## config.mk

```make
export PLATFORM = sky130hd
export DESIGN_NAME = swmv_back
export DESIGN_NICKNAME = d
export VERILOG_FILES = /design/src/hdl/swmv_pkg.sv /design/src/hdl/swmv_back.sv
export SDC_FILE = /design/constraint.sdc
export NUM_CORES = 2
export LEC_CHECK = 0
export BUFFER_PORTS_ARGS = -buffer_cell sky130_fd_sc_hd__buf_2
export CORE_MARGIN = 2
export CORE_UTILIZATION = 48
export DETAILED_ROUTE_END_ITERATION = 7
export HOLD_SLACK_MARGIN = 0.15
export PLACE_DENSITY = 0.68
export SYNTH_ARGS = -nofsm -noshare
export SYNTH_HDL_FRONTEND = slang
export SYNTH_SLANG_ARGS = --single-unit
```

## constraint.sdc

```tcl
create_clock -name clk -period 8.3 [get_ports clk]
set_input_delay 1.245 -clock clk [delete_from_list [all_inputs] [get_ports clk]]
set_output_delay 1.245 -clock clk [all_outputs]
set_load 0.005 [all_outputs]
```

## src/hdl/swmv_pkg.sv

```systemverilog
// ----------------------------------------------------------------------------
// swmv_pkg: shared types and constants of the sliding window mean/variance
// Field widths, the job carried from the front to the back, and state codes.
// ----------------------------------------------------------------------------
package swmv_pkg;

	localparam int STAMP_BITS = 64;
	localparam int SUM_BITS   = 32;
	localparam int SQ_BITS    = 56;
	localparam int MEAN_BITS  = 24;
	localparam int VAR_BITS   = 48;
	localparam int REG_BITS   = 9;

	localparam logic [REG_BITS-1:0] WL_RESET = 9'd16;

	// Radix-4 division retires two quotient bits per step.
	localparam int SUM_STEPS = SUM_BITS / 2;
	localparam int SQ_STEPS  = SQ_BITS / 2;
	localparam int STEP_BITS = $clog2(SQ_STEPS);

	localparam int OUT_BITS       = STAMP_BITS + MEAN_BITS + VAR_BITS;
	localparam int OUT_TDATA_BITS = ((OUT_BITS + 7) / 8) * 8;

	typedef struct packed {
		logic [STAMP_BITS-1:0] stamp;
		logic [SUM_BITS-1:0]   sum;
		logic [SQ_BITS-1:0]    sumsq;
		logic [REG_BITS-1:0]   n;
	} job_t;

	typedef enum logic [1:0] {
		F_IDLE,
		F_SQUARE,
		F_COMMIT
	} front_state_t;

	typedef enum logic [2:0] {
		B_IDLE,
		B_DIV_SUM,
		B_DIV_SQ,
		B_SQUARE,
		B_FINISH
	} back_state_t;

endpackage

```

## src/hdl/swmv_back.sv

```systemverilog
// ----------------------------------------------------------------------------
// swmv_back: mean and variance engine
// A shared radix-4 divider forms sum/N and sumsq/N, then the variance is
// formed and parked in the output register.
// ----------------------------------------------------------------------------
module swmv_back (
	input  logic                                clk,
	input  logic                                arst_n,
	input  logic                                job_valid,
	output logic                                job_ready,
	input  swmv_pkg::job_t                      job,
	output logic                                out_valid,
	input  logic                                out_ready,
	output logic [swmv_pkg::OUT_TDATA_BITS-1:0] out_data
);
	import swmv_pkg::*;

	localparam int PROD_BITS = 2 * SUM_BITS;

	back_state_t state_q, state_d;

	logic [STEP_BITS-1:0]  cnt_q;
	logic [SQ_BITS-1:0]    div_q, div_nx;
	logic [REG_BITS-1:0]   rem_q, rem_nx;
	logic [REG_BITS+1:0]   n_q, n2_q, n3_q, r4;
	logic [1:0]            digit;
	logic [STAMP_BITS-1:0] stamp_q;
	logic [SQ_BITS-1:0]    sumsq_q, msq_q;
	logic [SUM_BITS-1:0]   mean_q;
	logic [PROD_BITS-1:0]  m2_q, msq_ext, var_full;
	logic                  out_valid_q;
	logic [OUT_TDATA_BITS-1:0] out_data_q;
	logic                  last_sum, last_sq, emit, take;

	// One radix-4 digit: compare the shifted partial remainder with N, 2N, 3N.
	assign r4 = {rem_q, div_q[SQ_BITS-1 -: 2]};
	always_comb begin
		if (r4 >= n3_q) begin
			digit  = 2'd3;
			rem_nx = REG_BITS'(r4 - n3_q);
		end else if (r4 >= n2_q) begin
			digit  = 2'd2;
			rem_nx = REG_BITS'(r4 - n2_q);
		end else if (r4 >= n_q) begin
			digit  = 2'd1;
			rem_nx = REG_BITS'(r4 - n_q);
		end else begin
			digit  = 2'd0;
			rem_nx = REG_BITS'(r4);
		end
	end
	assign div_nx = {div_q[SQ_BITS-3:0], digit};

	assign last_sum = (cnt_q == STEP_BITS'(SUM_STEPS - 1));
	assign last_sq  = (cnt_q == STEP_BITS'(SQ_STEPS - 1));

	assign msq_ext  = PROD_BITS'(msq_q);
	assign var_full = (msq_ext >= m2_q) ? msq_ext - m2_q : '0;

	assign out_valid = out_valid_q;
	assign out_data  = out_data_q;

	always_comb begin
		state_d   = state_q;
		job_ready = 1'b0;
		emit      = 1'b0;
		unique case (state_q)
			B_IDLE: begin
				job_ready = 1'b1;
				if (job_valid) begin
					state_d = B_DIV_SUM;
				end
			end
			B_DIV_SUM: begin
				if (last_sum) begin
					state_d = B_DIV_SQ;
				end
			end
			B_DIV_SQ: begin
				if (last_sq) begin
					state_d = B_SQUARE;
				end
			end
			B_SQUARE: begin
				state_d = B_FINISH;
			end
			B_FINISH: begin
				if (!out_valid_q || out_ready) begin
					emit    = 1'b1;
					state_d = B_IDLE;
				end
			end
			default: begin
				state_d = B_IDLE;
			end
		endcase
	end

	assign take = job_valid && job_ready;

	always_ff @(posedge clk or negedge arst_n) begin
		if (!arst_n) begin
			state_q     <= B_IDLE;
			cnt_q       <= '0;
			out_valid_q <= 1'b0;
		end else begin
			state_q <= state_d;
			if (take || (state_q == B_DIV_SUM && last_sum) || state_q == B_SQUARE) begin
				cnt_q <= '0;
			end else if (state_q == B_DIV_SUM || state_q == B_DIV_SQ) begin
				cnt_q <= cnt_q + STEP_BITS'(1);
			end
			if (emit) begin
				out_valid_q <= 1'b1;
			end else if (out_ready) begin
				out_valid_q <= 1'b0;
			end
		end
	end

	always_ff @(posedge clk) begin
		if (take) begin
			// The sum sits in the top bits so its quotient lands in the low bits.
			div_q   <= {job.sum, {(SQ_BITS - SUM_BITS){1'b0}}};
			rem_q   <= '0;
			n_q     <= (REG_BITS+2)'(job.n);
			n2_q    <= (REG_BITS+2)'({job.n, 1'b0});
			n3_q    <= (REG_BITS+2)'(job.n) + (REG_BITS+2)'({job.n, 1'b0});
			stamp_q <= job.stamp;
			sumsq_q <= job.sumsq;
		end
		if (state_q == B_DIV_SUM) begin
			if (last_sum) begin
				mean_q <= div_nx[SUM_BITS-1:0];
				div_q  <= sumsq_q;
				rem_q  <= '0;
			end else begin
				div_q <= div_nx;
				rem_q <= rem_nx;
			end
		end
		if (state_q == B_DIV_SQ) begin
			div_q <= div_nx;
			rem_q <= rem_nx;
			if (last_sq) begin
				msq_q <= div_nx;
			end
		end
		if (state_q == B_SQUARE) begin
			m2_q <= PROD_BITS'(mean_q) * PROD_BITS'(mean_q);
		end
		if (emit) begin
			out_data_q <= OUT_TDATA_BITS'({var_full[VAR_BITS-1:0], mean_q[MEAN_BITS-1:0],
				stamp_q});
		end
	end

endmodule

```

==> flow_results.org <==
** Outcome
- Outcome :: finished with violations
- Violated checks :: DRC

** Floorplanning
- Horizontal die dimension :: 328 µm
- Area of the placeable core :: approximately 100000 µm²
- Die area :: approximately 110000 µm²
- From bottom edge to top edge, the die measures 328 µm.
- Top-Level Pins :: approximately 300
- Core Rows :: around 120
- Starting utilization of the core area :: about half

** Place
- Post-placement cell count :: 6239
- Cell Area, Placed :: between 50000 and 60000 µm²
- The congestion estimate from routability-driven global placement came to approximately 0.91.
- Dpl ws :: 0.000909 ns
- Summed over all nets, the half-perimeter wirelength after detailed placement is roughly 100 mm.
- Input and output buffers added on the ports amount to slightly above 300.

** STA
- Clock period minus final worst setup slack :: 8.06 ns
- Across the routed clock network, the largest skew measured is approximately 0.067 ns.
- Final worst-path cycle share :: between 90% and 100%
- Unrepaired setup endpoints after global routing :: true
- Setup violations remaining at the end of the flow were counted as 0.
- Headroom to the max-slew limit came out at ~16%.
- Summed negative setup slack over all endpoints :: 0 ns
- For the pin with the worst max-slew slack, the measured transition is about 1.3 ns.
- Final count of hold timing violations :: 0
- Max-slew violation total from the final report :: 0
- For this run, the top clock speed supported by timing is ~120 MHz.
- After layout, the worst setup slack is approximately 0.24 ns.

** Yosys
- Synthesis instantiated 80 different standard cells from the library.
- Summing the areas of all compound-gate instances in the mapped netlist gives about 7.2% of the synthesized area.
- Synthesis produced a netlist with a net count of 5957.
- By area the synthesized netlist is led by sky130_fd_sc_hd__fa_1 32%, sky130_fd_sc_hd__edfxtp_1 29%, sky130_fd_sc_hd__ha_1 9.8%.
- Number of enable flip-flop cells after synthesis :: just under 500
- YS warnings :: 0
- Most common flop cell mapped by yosys :: sky130_fd_sc_hd__edfxtp_1
- Xor/xnor cell area share of the yosys netlist :: approximately 2.9%
- Synthesized netlist cell count :: around 4600
- In this run, synthesis produced a sequential element count of 500.
- Synthesized-area fraction occupied by adder cells :: 41.4%
- After synthesis, flip-flops and latches occupy approximately 30% of the total area.
- Of all flip-flops after synthesis, the portion carrying an async set or reset was about 1.8%.
- Multiplexer cells account for less than 1% of the synthesized area.
- After synthesis, the largest family of logic cells by area is adder cells.
- A synthesized cell averages roughly 11 µm².
- In the synthesized netlist, the cells that appear most often are 1129 x sky130_fd_sc_hd__inv_1, 796 x sky130_fd_sc_hd__fa_1, 491 x sky130_fd_sc_hd__edfxtp_1.
- Most used standard cell by instance count after synthesis :: sky130_fd_sc_hd__inv_1
- Simple-gate share of the synthesized area :: under 10%
- After synthesis the cells add up to 50300 µm².
- Largest area contributor in the netlist :: sky130_fd_sc_hd__fa_1
- Area fraction of the dominant cell type after synthesis :: between 30% and 40%

** Clock tree
- Root Buffer :: sky130_fd_sc_hd__clkbuf_16
- The clock passes through at most 3 buffers.
- Clk sinks :: 500
- CTS H-Tree Depth :: 2
- Clock-pin slew was measured on the worst setup and hold paths at 0.08 ns.
- Cts bufs inserted :: 50
- Clock insertion delay at the later pin of the skew report :: 0.64 ns
- The number of hold buffers added after CTS was 0.
- TritonCTS built the clock tree.

** Global routing
- For met1 alone, demand over resource in global routing was a little under a third.
- Total routing resource utilization after global routing :: 24.3%
- Entering global routing, the biggest net connects 83 pins.
- Global routing used 3.02% of the available met3 tracks.
- GRT busiest layer :: met2
- Met2 capacity usage during global routing :: roughly 44%
- First-pass GRT wire length :: 201 mm
- The number of global-route vias before repair was about 36000.
- The total overflow left after global routing is 0.
- The number of antenna violations at the first check in global routing was 6.

** Finish
- Signed area change from the synthesized netlist to the final layout :: 11.5%
- Proportion of layout cells with a drive suffix above 1 :: between 10% and 20%
- Count of non-filler cells in the finished layout :: 6353
- Net count of the finished layout :: roughly 6300
- The finished cells cover 56100 µm².

** Routing
- Summed over all layers, the routed wires come to between 100 and 150 mm.
- Post-route DRC :: 2
- Drt wl/cell :: roughly 20 µm
- Dividing the detail-routed via count by the number of cells gives between 5 and 6.
- Number of detailed-routing iterations run before antenna repair :: 8
- Vias post-DR :: approximately 33000
- The count of nets left with antenna violations once routing finished came out at 0.
- DRC marker count from the first detailed-route iteration :: 2235

** Worst setup path
- Category of the worst setup path launch point :: flip-flop
- Critical path required time :: slightly below 9 ns
- The critical path contains buffers and inverters numbering 8 combined.
- On the critical path the largest part of the delay comes from adder cells.
- Tracing the worst setup path back leads to its startpoint at mean_q[10].
- Worst reg2reg path endpoint :: m2_q[56]
- The startpoint identified for the worst register-to-register timing path is mean_q[10].
- Slowest CP cell :: sky130_fd_sc_hd__fa_1
- For this run, the slowest stage of the critical path takes about 0.56 ns.
- The worst setup path is of the flip-flop to flip-flop kind.
- Crit path arrival time :: roughly 8.4 ns
- Along the worst path, the maximum fanout reaches 17.
- FF-to-FF setup slack :: 0.24 ns
- Reg2reg path depth :: 27
- Capturing element type of the critical path :: flip-flop
- The most numerous cell type found on the critical path is sky130_fd_sc_hd__fa_1.

** Hold path
- The startpoint identified for the worst hold timing path is stamp_q[47].
- WHS Path Cells :: 0
- The path class of the tightest hold or removal check is flip-flop to flip-flop.
- The path with the worst hold slack has its endpoint at out_data[47].

** Run
- Across the run, the number of max-cap violations was 0.
-- stage by stage --
stage	utilization (%)	hold WS (ns)
3_3_place_gp	52.1	0.400
5_1_grt	54.1	0.421
2_1_floorplan	-	0.400
3_5_place_dp	52.1	0.405
6_report	54.1	0.416
4_1_cts	53.8	0.409
-- layer usage --
metal  part of all wire (%)  routed length (µm)  vias up
met5                  0.010                  13        -
met4                    3.9                4970        2
met3                    5.0                6380      252
met2                     52               66400      976
met1                     39               49300    17000
li1                       -                   -    15200
-- repair_timing --
action	4_1_cts	5_1_grt
pin swaps	0	3
setup buffers	1	17
gates resized for setup	0	24
endpoints found under the setup margin	2	12
-- placed cells by master (no fill, tap or decap), types with 26 or more instances in the layout --
| master | instances |
|---|---|
| sky130_fd_sc_hd__inv_1 | 1127 |
| sky130_fd_sc_hd__fa_1 | 796 |
| sky130_fd_sc_hd__edfxtp_1 | 491 |
| sky130_fd_sc_hd__ha_1 | 393 |
| sky130_fd_sc_hd__nand2_1 | 337 |
| sky130_fd_sc_hd__buf_2 | 302 |
| sky130_fd_sc_hd__and2_1 | 233 |
| sky130_fd_sc_hd__a21oi_1 | 153 |
| sky130_fd_sc_hd__nor2_1 | 152 |
| sky130_fd_sc_hd__buf_4 | 111 |
| sky130_fd_sc_hd__xnor2_1 | 96 |
| sky130_fd_sc_hd__o21ai_0 | 74 |
| sky130_fd_sc_hd__xor2_1 | 69 |
| sky130_fd_sc_hd__a21o_1 | 66 |
| sky130_fd_sc_hd__clkbuf_16 | 51 |
| sky130_fd_sc_hd__nand4_1 | 37 |
| sky130_fd_sc_hd__o21bai_1 | 36 |
| sky130_fd_sc_hd__a222oi_1 | 31 |
| sky130_fd_sc_hd__nor3_1 | 26 |
-- registers in the layout, indices dropped and copies added (netlist names) --
register and count:
rem_q 9, out_valid 1, n2_q 8, cnt_q 5
state_q 3, mean_q 32, div_q 56, out_data 136
sumsq_q 56, msq_q 56, stamp_q 64, m2_q 63
n3_q 11
-- cells by family (layout without fill, tap and decap cells) --
family                   after synthesis  in the layout
AO/OA/AOI/OAI                        535            535
XOR/XNOR                             165            165
adder cells (fa/ha/maj)             1189           1189
buffers and inverters               1292           1656
flip-flops                           500            500
multiplexers                          23             23
other                                  0              6
AND/OR/NAND/NOR                      899            899
-- layout make-up --
cell class	instances	area, µm²
flip-flops and latches	500	15000
multi-input cells	2811	30600
diodes	6	15.0
fillers	9017	47700
well taps	1380	1730
inverters	1130	4250
clock buffers	55	1320
repair buffers	436	2780
clock inverters	35	455
-- how the worst max path moves through the flow --
| stage | end | slack, ns | cells past startpoint |
|---|---|---|---|
| after floorplan | m2_q[63] | 0.50 | 28 |
| after global placement | m2_q[61] | 0.02 | 24 |
| after detailed placement | m2_q[58] | 0.0009 | 26 |
| after CTS | m2_q[58] | 0.12 | 26 |
| after global routing | m2_q[61] | -0.04 | 26 |
| final | m2_q[56] | 0.24 | 27 |
Power is not shown: default switching activity piles up to over one toggle a cycle in this logic, so the estimate is an artifact.
