### src/hdl/swmv_pkg.sv
// ----------------------------------------------------------------------------
// swmv_pkg: shared types and constants of the sliding window mean/variance
// Field widths, the job carried from the front to the back, and state codes.
// ----------------------------------------------------------------------------
package swmv_pkg;

	localparam int STAMP_BITS = 64;
	localparam int SUM_BITS   = 32;
	localparam int SQ_BITS    = 56;
	localparam int MEAN_BITS  = 24;
	localparam int VAR_BITS   = 48;
	localparam int REG_BITS   = 9;

	localparam logic [REG_BITS-1:0] WL_RESET = 9'd16;

	// Radix-4 division retires two quotient bits per step.
	localparam int SUM_STEPS = SUM_BITS / 2;
	localparam int SQ_STEPS  = SQ_BITS / 2;
	localparam int STEP_BITS = $clog2(SQ_STEPS);

	localparam int OUT_BITS       = STAMP_BITS + MEAN_BITS + VAR_BITS;
	localparam int OUT_TDATA_BITS = ((OUT_BITS + 7) / 8) * 8;

	typedef struct packed {
		logic [STAMP_BITS-1:0] stamp;
		logic [SUM_BITS-1:0]   sum;
		logic [SQ_BITS-1:0]    sumsq;
		logic [REG_BITS-1:0]   n;
	} job_t;

	typedef enum logic [1:0] {
		F_IDLE,
		F_SQUARE,
		F_COMMIT
	} front_state_t;

	typedef enum logic [2:0] {
		B_IDLE,
		B_DIV_SUM,
		B_DIV_SQ,
		B_SQUARE,
		B_FINISH
	} back_state_t;

endpackage

### src/hdl/swmv_queue.sv
// ----------------------------------------------------------------------------
// swmv_queue: two-entry job queue
// Decouples window bookkeeping from the divider so each side stalls alone.
// ----------------------------------------------------------------------------
module swmv_queue (
	input  logic           clk,
	input  logic           arst_n,
	input  logic           push_valid,
	output logic           push_ready,
	input  swmv_pkg::job_t push_job,
	output logic           pop_valid,
	input  logic           pop_ready,
	output swmv_pkg::job_t pop_job
);
	import swmv_pkg::*;

	localparam int DEPTH = 2;

	job_t       entry_q [DEPTH];
	logic       wr_q, rd_q;
	logic [1:0] cnt_q;
	logic       push, pop;

	assign push_ready = (cnt_q != 2'(DEPTH));
	assign pop_valid  = (cnt_q != '0);
	assign pop_job    = entry_q[rd_q];
	assign push       = push_valid && push_ready;
	assign pop        = pop_valid && pop_ready;

	always_ff @(posedge clk or negedge arst_n) begin
		if (!arst_n) begin
			wr_q  <= 1'b0;
			rd_q  <= 1'b0;
			cnt_q <= '0;
		end else begin
			if (push) begin
				wr_q <= ~wr_q;
			end
			if (pop) begin
				rd_q <= ~rd_q;
			end
			if (push && !pop) begin
				cnt_q <= cnt_q + 2'd1;
			end else if (pop && !push) begin
				cnt_q <= cnt_q - 2'd1;
			end
		end
	end

	always_ff @(posedge clk) begin
		if (push) begin
			entry_q[wr_q] <= push_job;
		end
	end

endmodule

### config.mk
export PLATFORM = sky130hd
export DESIGN_NAME = swmv_queue
export DESIGN_NICKNAME = d
export VERILOG_FILES = /design/src/hdl/swmv_pkg.sv /design/src/hdl/swmv_queue.sv
export SDC_FILE = /design/constraint.sdc
export NUM_CORES = 1
export LEC_CHECK = 0
export BUFFER_PORTS_ARGS = -buffer_cell sky130_fd_sc_hd__buf_2
export CAP_MARGIN = 20
export CORE_MARGIN = 2
export CORE_UTILIZATION = 45
export CTS_BUF_LIST = sky130_fd_sc_hd__clkbuf_4 sky130_fd_sc_hd__clkbuf_8
export DETAILED_ROUTE_END_ITERATION = 8
export PLACE_DENSITY = 0.71
export SLEW_MARGIN = 15
export SYNTH_ARGS = -nofsm -noshare
export SYNTH_HDL_FRONTEND = slang
export SYNTH_SLANG_ARGS = --single-unit
### constraint.sdc
create_clock -name clk -period 10.2 [get_ports clk]
set_input_delay 0.51 -clock clk [delete_from_list [all_inputs] [get_ports clk]]
set_output_delay 0.51 -clock clk [all_outputs]
set_load 0.03 [all_outputs]
==> impl_metrics.env, run 1 <==
export IMPL_final_nets=1057
export IMPL_ys_types=15
export IMPL_drc=0
export IMPL_ir_worst_vdd_mv=0.196
export IMPL_synth_area_um2=12100
export IMPL_worstPathMaxFanout=57
export IMPL_routed_wl_um=23000
export IMPL_finish_utilization=0.568
export IMPL_cp_required_ps=9690
export IMPL_routabilityCongestion=0.735
export IMPL_syn_inst=519
export IMPL_total_power_mw=4.78
export IMPL_first_pass_iters=4
export IMPL_finalWorstSetupSlack_ps=6860
export IMPL_chipHeight_um=168
export IMPL_hpwl_um=14800
export IMPL_num_io_pins=328
export IMPL_worst_r2r_cell_count=3
export IMPL_max_clock_freq_mhz=300
export IMPL_cts_root_buf="clkbuf_8"
export IMPL_grt_ovfl_total=0
export IMPL_rsz0062_at_grt="no"
export IMPL_core_um2=26700
export IMPL_die_x_um=168
export IMPL_ys_seq_area_frac=0.805
export IMPL_n_fill_cell=2124
export IMPL_critPathKind="reg -> out"
export IMPL_final_seq_area_um2=9770
export IMPL_clk_latency_ps=540
export IMPL_row_count=60
export IMPL_power_density_nw_per_um2=315
export IMPL_clock_sinks=326
export IMPL_synthTopCellsByArea="edfxtp_1, mux2_4, mux2_2"
export IMPL_grt_max_degree=72
export IMPL_wl_per_cell_um=18.1
export IMPL_grt_pass1_wl_um=33600
export IMPL_clock_path_buffers=3
export IMPL_final_cell_mix="buf_2, edfxtp_1, mux2_2"
export IMPL_vias=6139
export IMPL_io_buffers=327
export IMPL_hold_depth=1
export IMPL_crit_arrival_ps=2830
export IMPL_worst_slew_pin_slew_ps=966
export IMPL_drv_slew=0
export IMPL_first_global_vias=6275
export IMPL_final_period_utilization=0.327
export IMPL_layout_commonest_cell="buf_2"
export IMPL_period_needed_ps=3340
export IMPL_worstPathCellList="buf_4 > mux2_2 > buf_2"
export IMPL_synth_seq_cells=326
export IMPL_power_leakage_nw=5.94
export IMPL_hold_worst_slack_ps=156
export IMPL_via_per_inst=4.82
export IMPL_max_slew_margin=0.356
export IMPL_yosysWarningCount=0
export IMPL_start_util=0.454
export IMPL_finalClockSkew_ps=11.1
export IMPL_area_growth_synth_to_final_pct=25.2
export IMPL_ant_nets=0
export IMPL_critPathCaptureType="primary output"
export IMPL_timing_hold_violations_final=0
export IMPL_critPathLaunchType="register"
export IMPL_layout_drive_gt1_share=0.629
export IMPL_setup_tns_ps=0
export IMPL_min_path_type="in -> reg"
export IMPL_drt_initial_drc_count=286
export IMPL_syn_nets=685
export IMPL_cts_max_level=2
export IMPL_clkTransAtPathRegs_ps=60
export IMPL_critPathMaxStageDelay_ps=810
export IMPL_antenna_found_initial=10
export IMPL_synth_top_cell_area_share=0.797
export IMPL_syn_avg_cell_area_um2=23.4
export IMPL_setup_viol=0
export IMPL_fp_dieArea_um2=28300
export IMPL_outcome="finished clean"
export IMPL_post_place_ws_ps=7240
export IMPL_cts_tree="yes"
export IMPL_post_cts_buffers=0
export IMPL_numCtsBuffers=52
export IMPL_multi_input_area_um2=2220
export IMPL_max_cap_viol_count=0
export IMPL_yosys_area_top_type="edfxtp_1"
export IMPL_cp_slowest_cell="dfrtp_4"
export IMPL_track_usage=0.155
critical path: cells and delay by family (launching register included):
| family | cells | cell delay [ps] |
|---|---|---|
| flops | 1 | 810 |
| buf+inv | 2 | 980 |
| mux | 1 | 420 |
sequential cells by signal, indices dropped and copies added (netlist names):
signal	cells
entry_q	322
cnt_q	2
rd_q	1
wr_q	1
where the power goes:
group | total, mW | internal (mW) | switching, mW
logic | 1.77 | 0.643 | 1.12
registers | 1.93 | 1.84 | 0.0979
clock network | 1.08 | 0.622 | 0.458
total | 4.78 | 3.10 | 1.68
final cells by class:
type / count / share of cell area
Timing Repair Buffer: 336 / 0.114
Sequential cell: 326 / 0.644
Clock inverter: 10 / 0.00610
Antenna cell: 8 / 0.00132
Clock buffer: 78 / 0.0608
Tap cell: 341 / 0.0281
Multi-Input combinational cell: 174 / 0.146
Inverter: 1 / 0.000247
cells in the mapped netlist:
master and n:
and3_1 1, buf_2 8, buf_6 10, dfrtp_1 4, edfxtp_1 322, ha_1 1
inv_1 1, mux2_2 81, mux2_4 80, nand2_1 2, nand2b_1 1, nor2_1 2
or2_2 1, xnor2_1 3, xor2_1 2
cells by family after synthesis:
family | synth area share
DFF | 0.805
muxes | 0.174
buffers and inverters | 0.0129
and+or+nand+nor | 0.00279
xor gates and xnor gates | 0.00361
adders and majority gates | 0.00103
repair_timing:
action                                 CTS  global route
gates resized for setup                  0             0
hold buffers                             1             0
endpoints found under the hold margin    4             0
routing by layer:
metal / part of all wire / wire (um) / vias up / GRT usage
met5: 0.0012 / 27 / - / 0
met4: 0.039 / 893 / 4 / 0.0768
met3: 0.080 / 1840 / 60 / 0.0555
met2: 0.47 / 10900 / 252 / 0.248
met1: 0.41 / 9340 / 2989 / 0.188
li1: - / - / 2834 / -
worst paths after layout:
kind,slack (ps),endpoint,start
worst max-delay path,6860,pop_job[44],rd_q$_DFFE_PN0P_
worst min-delay path,160,entry_q[0][158]$_DFFE_PP_,push_job[158]
worst max register to register,7710,entry_q[1][12]$_DFFE_PP_,cnt_q[0]$_DFFE_PN0P_
worst min register to register,510,cnt_q[1]$_DFFE_PN0P_,cnt_q[1]$_DFFE_PN0P_
max in group asynchronous,9770,rd_q$_DFFE_PN0P_,arst_n
min in group asynchronous,300,cnt_q[0]$_DFFE_PN0P_,arst_n
per-stage QoR:
stage | instances | instance area [um^2]
after floorplan | 519 | 12100
after global placement | 1176 | 14100
after detailed placement | 1176 | 14100
after CTS | 1265 | 15100
after global routing | 1274 | 15200
final | 1274 | 15200
(Power assumes the default switching activity.)
==> run 2: changes to the inputs <==
--- a/config.mk
+++ b/config.mk
@@ -11,7 +11,7 @@
 export CORE_UTILIZATION = 45
 export CTS_BUF_LIST = sky130_fd_sc_hd__clkbuf_4 sky130_fd_sc_hd__clkbuf_8
 export DETAILED_ROUTE_END_ITERATION = 8
-export PLACE_DENSITY = 0.71
+export PLACE_DENSITY = 0.74
 export SLEW_MARGIN = 15
 export SYNTH_ARGS = -nofsm -noshare
 export SYNTH_HDL_FRONTEND = slang
==> constraint.sdc (replaced) <==
create_clock -name clk -period 2.97 [get_ports clk]
set_input_delay 0.1485 -clock clk [delete_from_list [all_inputs] [get_ports clk]]
set_output_delay 0.1485 -clock clk [all_outputs]
set_load 0.03 [all_outputs]
==> run 2 against run 1 <==
  * Die area unchanged
  * Combinational power increased to 3.8 times the previous value
  * Flip-flop and latch count unchanged
  * Critical path type unchanged
==> impl_metrics.env, run 2 (synthesis results as in run 1) <==
export IMPL_wl_per_cell_um=18.0
export IMPL_numCtsBuffers=50
export IMPL_num_io_pins=328
export IMPL_p_clk_frac=0.213
export IMPL_io_buffers=327
export IMPL_critPathMaxStageDelay_ps=810
export IMPL_max_slew_margin=0.539
export IMPL_combPwrFrac=0.394
export IMPL_die_x_um=168
export IMPL_routed_wl_um=26200
export IMPL_post_place_ws_ps=1050
export IMPL_fin_area_um2=17100
export IMPL_routabilityCongestion=0.737
export IMPL_finalWorstSetupSlack_ps=504
export IMPL_core_um2=26700
export IMPL_layout_drive_gt1_share=0.542
export IMPL_clkTransAtPathRegs_ps=60
export IMPL_setup_viol=0
export IMPL_cts_resized=0
export IMPL_drv_slew=0
export IMPL_total_power_mw=16.9
export IMPL_p_seq_frac=0.392
export IMPL_power_density_nw_per_um2=990
export IMPL_crit_arrival_ps=2320
export IMPL_cts_tree="yes"
export IMPL_first_pass_iters=6
export IMPL_fp_dieArea_um2=28300
export IMPL_grt_pass1_wl_um=39300
export IMPL_finalClockSkew_ps=11.3
export IMPL_clock_path_buffers=3
export IMPL_via_per_inst=4.75
export IMPL_finish_utilization=0.639
export IMPL_clock_sinks=326
export IMPL_max_cap_viol_count=0
export IMPL_row_count=60
export IMPL_final_seq_area_um2=9770
export IMPL_period_needed_ps=2470
export IMPL_n_fill_cell=1808
export IMPL_rsz0062_at_grt="no"
export IMPL_cp_slowest_cell="dfrtp_4"
export IMPL_ir_worst_vdd_mv=0.665
export IMPL_final_cell_mix="buf_2, edfxtp_1, dlygate4sd3_1"
export IMPL_outcome="finished clean"
export IMPL_cts_root_buf="clkbuf_8"
export IMPL_worstPathCellList="buf_4 > mux2_4 > buf_2"
export IMPL_largest_reg_flops=322
export IMPL_layout_commonest_cell="buf_2"
export IMPL_hpwl_um=16000
export IMPL_hold_worst_slack_ps=323
export IMPL_start_util=0.454
export IMPL_final_nets=1240
export IMPL_power_leakage_nw=6.76
export IMPL_critPathKind="reg -> out"
export IMPL_vias=6917
export IMPL_area_growth_synth_to_final_pct=40.9
export IMPL_reg_largest_list="entry_q x322, cnt_q x2"
export IMPL_worst_slew_pin_slew_ps=692
export IMPL_multi_input_area_um2=2230
export IMPL_critPathLaunchType="register"
export IMPL_switching_share=0.355
export IMPL_cp_required_ps=2820
export IMPL_postPlaceCellArea_um2=14400
export IMPL_drc=0
export IMPL_power_switching_mw=6.00
export IMPL_antenna_found_initial=5
export IMPL_worstPathMaxFanout=33
export IMPL_drt_initial_drc_count=414
export IMPL_timing_hold_violations_final=0
export IMPL_critPathCaptureType="primary output"
export IMPL_chipHeight_um=168
export IMPL_ant_nets=0
export IMPL_grt_ovfl_total=0
export IMPL_final_period_utilization=0.830
export IMPL_largest_register="entry_q"
export IMPL_grt_max_degree=39
export IMPL_cts_max_level=2
export IMPL_clk_latency_ps=550
export IMPL_max_clock_freq_mhz=406
export IMPL_power_internal_mw=10.9
export IMPL_min_path_type="in -> reg"
export IMPL_first_global_vias=7624
export IMPL_track_usage=0.180
==> run 2: cell types whose count changed in the layout (fill, tap and decap cells not counted), sizes merged <==
cell         previous run  this run
diode                   8         5
dlygate4sd3             1       165
clkinvlp                0         1
clkbuf                 78        75
clkinv                  8        12
buf                   335       356
bufinv                  2         1
==> run 2: cell type report <==
cell class                 instances  share of cell area
tap                              341              0.0250
timing repair buffer             521               0.214
clock inverter                    14             0.00498
sequential                       326               0.572
clock buffer                      75              0.0527
antenna                            5            0.000732
multi-input combinational        174               0.131
inverter                           1            0.000220
==> run 2: metal layers <==
layer,part of all wire,vias up,GRT usage
met3,0.079,85,0.0602
met5,0.00042,-,0
li1,-,3198,-
met2,0.50,303,0.314
met4,0.037,2,0.0750
met1,0.38,3329,0.203
==> run 2: metrics by stage <==
stage,setup TNS (ps),instances
floorplan,-96750,519
global placement,0,1198
detailed placement,0,1198
CTS,0,1452
global route,0,1454
finish,0,1457
==> run 2: worst paths after layout <==
| path | startpoint | to | slack, ps | cells past startpoint |
|---|---|---|---|---|
| min in group asynchronous | arst_n | cnt_q[0]$_DFFE_PN0P_ | 530 | 3 |
| min reg2reg | cnt_q[0]$_DFFE_PN0P_ | cnt_q[0]$_DFFE_PN0P_ | 550 | 1 |
| min | push_job[46] | entry_q[0][46]$_DFFE_PP_ | 320 | 2 |
| max reg2reg | cnt_q[0]$_DFFE_PN0P_ | entry_q[1][118]$_DFFE_PP_ | 1060 | 3 |
| max in group asynchronous | arst_n | rd_q$_DFFE_PN0P_ | 2250 | 3 |
| max | rd_q$_DFFE_PN0P_ | pop_job[98] | 500 | 3 |
==> run 2: critical path, delay by kind of cell, from the launching register on <==
kind | cells | cell delay, ps
muxes | 1 | 330
buffers and inverters | 2 | 600
DFF | 1 | 810
==> run 2: power groups by stage <==
stage	clock network (mW)	registers, mW	logic, mW
2_1_floorplan	0	6.62	4.77
3_3_place_gp	0	6.68	6.44
3_5_place_dp	0	6.73	6.47
4_1_cts	3.70	6.64	6.66
5_1_grt	3.91	6.73	7.00
6_report	3.61	6.64	6.67
==> run 2: repair_timing <==
action	in CTS	in global routing
setup buffers	0	0
hold endpoints to repair	328	0
hold buffers	165	0
==> run 3: changes to the inputs <==
--- a/config.mk
+++ b/config.mk
@@ -5,6 +5,7 @@
 export SDC_FILE = /design/constraint.sdc
 export NUM_CORES = 1
 export LEC_CHECK = 0
+export ABC_AREA = 1
 export BUFFER_PORTS_ARGS = -buffer_cell sky130_fd_sc_hd__buf_2
 export CAP_MARGIN = 20
 export CORE_MARGIN = 2
==> constraint.sdc (replaced) <==
create_clock -name clk -period 2.05 [get_ports clk]
set_input_delay 0.1025 -clock clk [delete_from_list [all_inputs] [get_ports clk]]
set_output_delay 0.1025 -clock clk [all_outputs]
set_load 0.03 [all_outputs]
==> run 3 against run 2 <==
  * Flip-flop and latch count is the same
  * Critical path depth grew 2
  * Largest power group unchanged
  * Clock power grew 50%
  * Worst hold slack lost 52 ps
  * Via count grew 24%
  * Critical path type unchanged
  * Register-to-register slack lost 630 ps
  * Cell area shrank 1.0%
==> impl_metrics.env, run 3 <==
export IMPL_period_needed_ps=2020
export IMPL_syn_avg_cell_area_um2=13.8
export IMPL_yosysMostFrequentCell="nand2_1"
export IMPL_final_seq_area_um2=9770
export IMPL_row_count=59
export IMPL_hold_depth=2
export IMPL_drc=0
export IMPL_num_io_pins=328
export IMPL_max_slew_margin=0.730
export IMPL_syn_nets=1035
export IMPL_wl_met2_um=15600
export IMPL_first_global_vias=8832
export IMPL_wl_met1_um=11000
export IMPL_synth_top_family_by_area="simple AND/OR/NAND/NOR gates"
export IMPL_setup_viol=0
export IMPL_hpwl_um=17100
export IMPL_crit_arrival_ps=1920
export IMPL_cp_required_ps=1950
export IMPL_power_leakage_nw=7.30
export IMPL_largest_reg_flops=322
export IMPL_die_x_um=167
export IMPL_routed_wl_um=30500
export IMPL_ys_seq_area_frac=0.817
export IMPL_timing_hold_violations_final=0
export IMPL_synth_edf_count=322
export IMPL_first_pass_iters=5
export IMPL_cts_tree="yes"
export IMPL_synthTopCellsByArea="edfxtp_1, nand2_1, buf_2"
export IMPL_outcome="finished clean"
export IMPL_track_usage=0.212
export IMPL_io_buffers=327
export IMPL_rsz0062_at_grt="yes"
export IMPL_start_util=0.459
export IMPL_grt_pass1_wl_um=46300
export IMPL_antenna_found_initial=5
export IMPL_r2r_slack_ps=430
export IMPL_syn_inst=869
export IMPL_layout_commonest_cell="nand2_1"
export IMPL_ys_async_sr_fraction=0.0123
export IMPL_wl_per_cell_um=17.1
export IMPL_worstPathMaxFanout=59
export IMPL_place_inst=1522
export IMPL_cts_root_buf="clkbuf_8"
export IMPL_chipHeight_um=167
export IMPL_reg2reg_to="entry_q[0][90]$_DFFE_PP_"
export IMPL_synthAdderAreaFrac=0.00105
export IMPL_synth_compound_area_frac=0
export IMPL_r2r_start="cnt_q[0]$_DFFE_PN0P_"
export IMPL_top_layer="met5"
export IMPL_layout_drive_gt1_share=0.314
export IMPL_multi_input_area_um2=1960
export IMPL_clkTransAtPathRegs_ps=60
export IMPL_reg_largest_list="entry_q x322, cnt_q x2"
export IMPL_largest_register="entry_q"
export IMPL_routabilityCongestion=0.815
export IMPL_area_growth_synth_to_final_pct=41.4
export IMPL_min_from="push_job[38]"
export IMPL_grt_ovfl_total=0
export IMPL_critPathKind="reg -> out"
export IMPL_drt_initial_drc_count=736
export IMPL_vias=8598
export IMPL_core_um2=26100
export IMPL_min_path_type="in -> reg"
export IMPL_synthMuxAreaShare=0
export IMPL_synth_ff_type="edfxtp_1"
export IMPL_worst_r2r_cell_count=6
export IMPL_synth_common_cells="nand2_1, edfxtp_1, buf_2, nand2_2, buf_6"
export IMPL_ir_worst_vdd_mv=1.00
export IMPL_instances_no_fill=1782
export IMPL_synth_xor_area_frac=0.00146
export IMPL_critPathCaptureType="primary output"
export IMPL_ys_types=15
export IMPL_clock_path_buffers=3
export IMPL_critPathLaunchType="register"
export IMPL_finalClockSkew_ps=19.9
export IMPL_worst_slew_pin_slew_ps=405
export IMPL_yosys_area_top_type="edfxtp_1"
export IMPL_grt_max_degree=66
export IMPL_final_cell_mix="nand2_1, edfxtp_1, buf_2"
export IMPL_hold_end="entry_q[0][38]$_DFFE_PP_"
export IMPL_numCtsBuffers=51
export IMPL_finish_utilization=0.649
export IMPL_yosysWarningCount=0
export IMPL_yosys_area_share_simple=0.159
export IMPL_drv_slew=0
export IMPL_finalWorstSetupSlack_ps=27.8
export IMPL_synth_seq_cells=326
export IMPL_fp_dieArea_um2=27900
export IMPL_synth_area_um2=12000
export IMPL_synth_top_cell_area_share=0.808
export IMPL_cts_max_level=2
export IMPL_ant_nets=0
export IMPL_n_fill_cell=1797
export IMPL_clk_latency_ps=560
export IMPL_clock_sinks=326
export IMPL_max_cap_viol_count=0
export IMPL_post_cts_buffers=0
export IMPL_final_nets=1572
export IMPL_via_per_inst=4.82
export IMPL_final_period_utilization=0.986
export IMPL_route_met3_wl_um=2240
export IMPL_max_clock_freq_mhz=495
export IMPL_power_density_nw_per_um2=1500
export IMPL_post_place_ws_ps=423
==> run 3: how the worst max path moves through the flow <==
stage	slack (ps)	start	end
final	30	rd_q$_DFFE_PN0P_	pop_job[92]
after CTS	10	rd_q$_DFFE_PN0P_	pop_job[116]
after floorplan	-1420	cnt_q[0]$_DFFE_PN0P_	entry_q[0][0]$_DFFE_PP_
after global placement	470	cnt_q[0]$_DFFE_PN0P_	entry_q[0][128]$_DFFE_PP_
after global routing	-90	rd_q$_DFFE_PN0P_	pop_job[92]
after detailed placement	420	cnt_q[0]$_DFFE_PN0P_	entry_q[0][42]$_DFFE_PP_
==> run 3: layer usage <==
layer	track usage	up-vias
li1	-	4024
met1	0.243	4029
met2	0.369	426
met4	0.112	2
met5	0	-
met3	0.0494	117
==> run 3: per-stage QoR <==
step | TNS, ps | power (mW) | area, um^2 | hold slack [ps]
after floorplan | -453690 | 16.4 | 12000 | -193
after global placement | 0 | 19.3 | 14100 | -78.4
after detailed placement | 0 | 19.5 | 14100 | -76.6
after CTS | 0 | 25.3 | 16800 | 220
after global routing | -1480 | 26.7 | 16900 | 247
final | 0 | 25.4 | 16900 | 272
==> run 3: layout make-up <==
| class | instances | share of cell area |
|---|---|---|
| Clock inverter | 19 | 0.00843 |
| Multi-Input combinational cell | 501 | 0.116 |
| Clock buffer | 70 | 0.0507 |
| Timing Repair Buffer | 519 | 0.220 |
| Inverter | 7 | 0.00170 |
| Tap cell | 335 | 0.0248 |
| Sequential cell | 326 | 0.578 |
| Antenna cell | 5 | 0.000740 |
==> run 3: power breakdown <==
| part | internal (mW) | switching [mW] | leakage [nW] | total [mW] |
|---|---|---|---|---|
| Sequential | 9.10 | 0.395 | 3.04 | 9.50 |
| Combinational | 2.90 | 7.60 | 3.73 | 10.5 |
| Clock | 2.95 | 2.44 | 0.526 | 5.40 |
==> run 3: cells by family (layout without fill, tap and decap cells) <==
kind of cell  count (synthesis)  count (layout)
xor+xnor                      2               2
simple gates                498             498
other cells                   0               5
buf+inv                      42             615
flops                       326             326
fa+ha+maj                     1               1
==> run 3: worst max-delay path, cell delays in order (launching register included) <==
cell and delay (ps):
dfrtp_4 520, inv_4 120, buf_16 270, nand2_1 120, nand2_1 120, clkbuf_4 220
==> run 3: timing repair <==
item	in CTS	in global routing
hold endpoints to repair	329	0
endpoints found under the setup margin	95	83
gates resized for setup	4	26
hold buffers	165	0
gates cloned	1	0
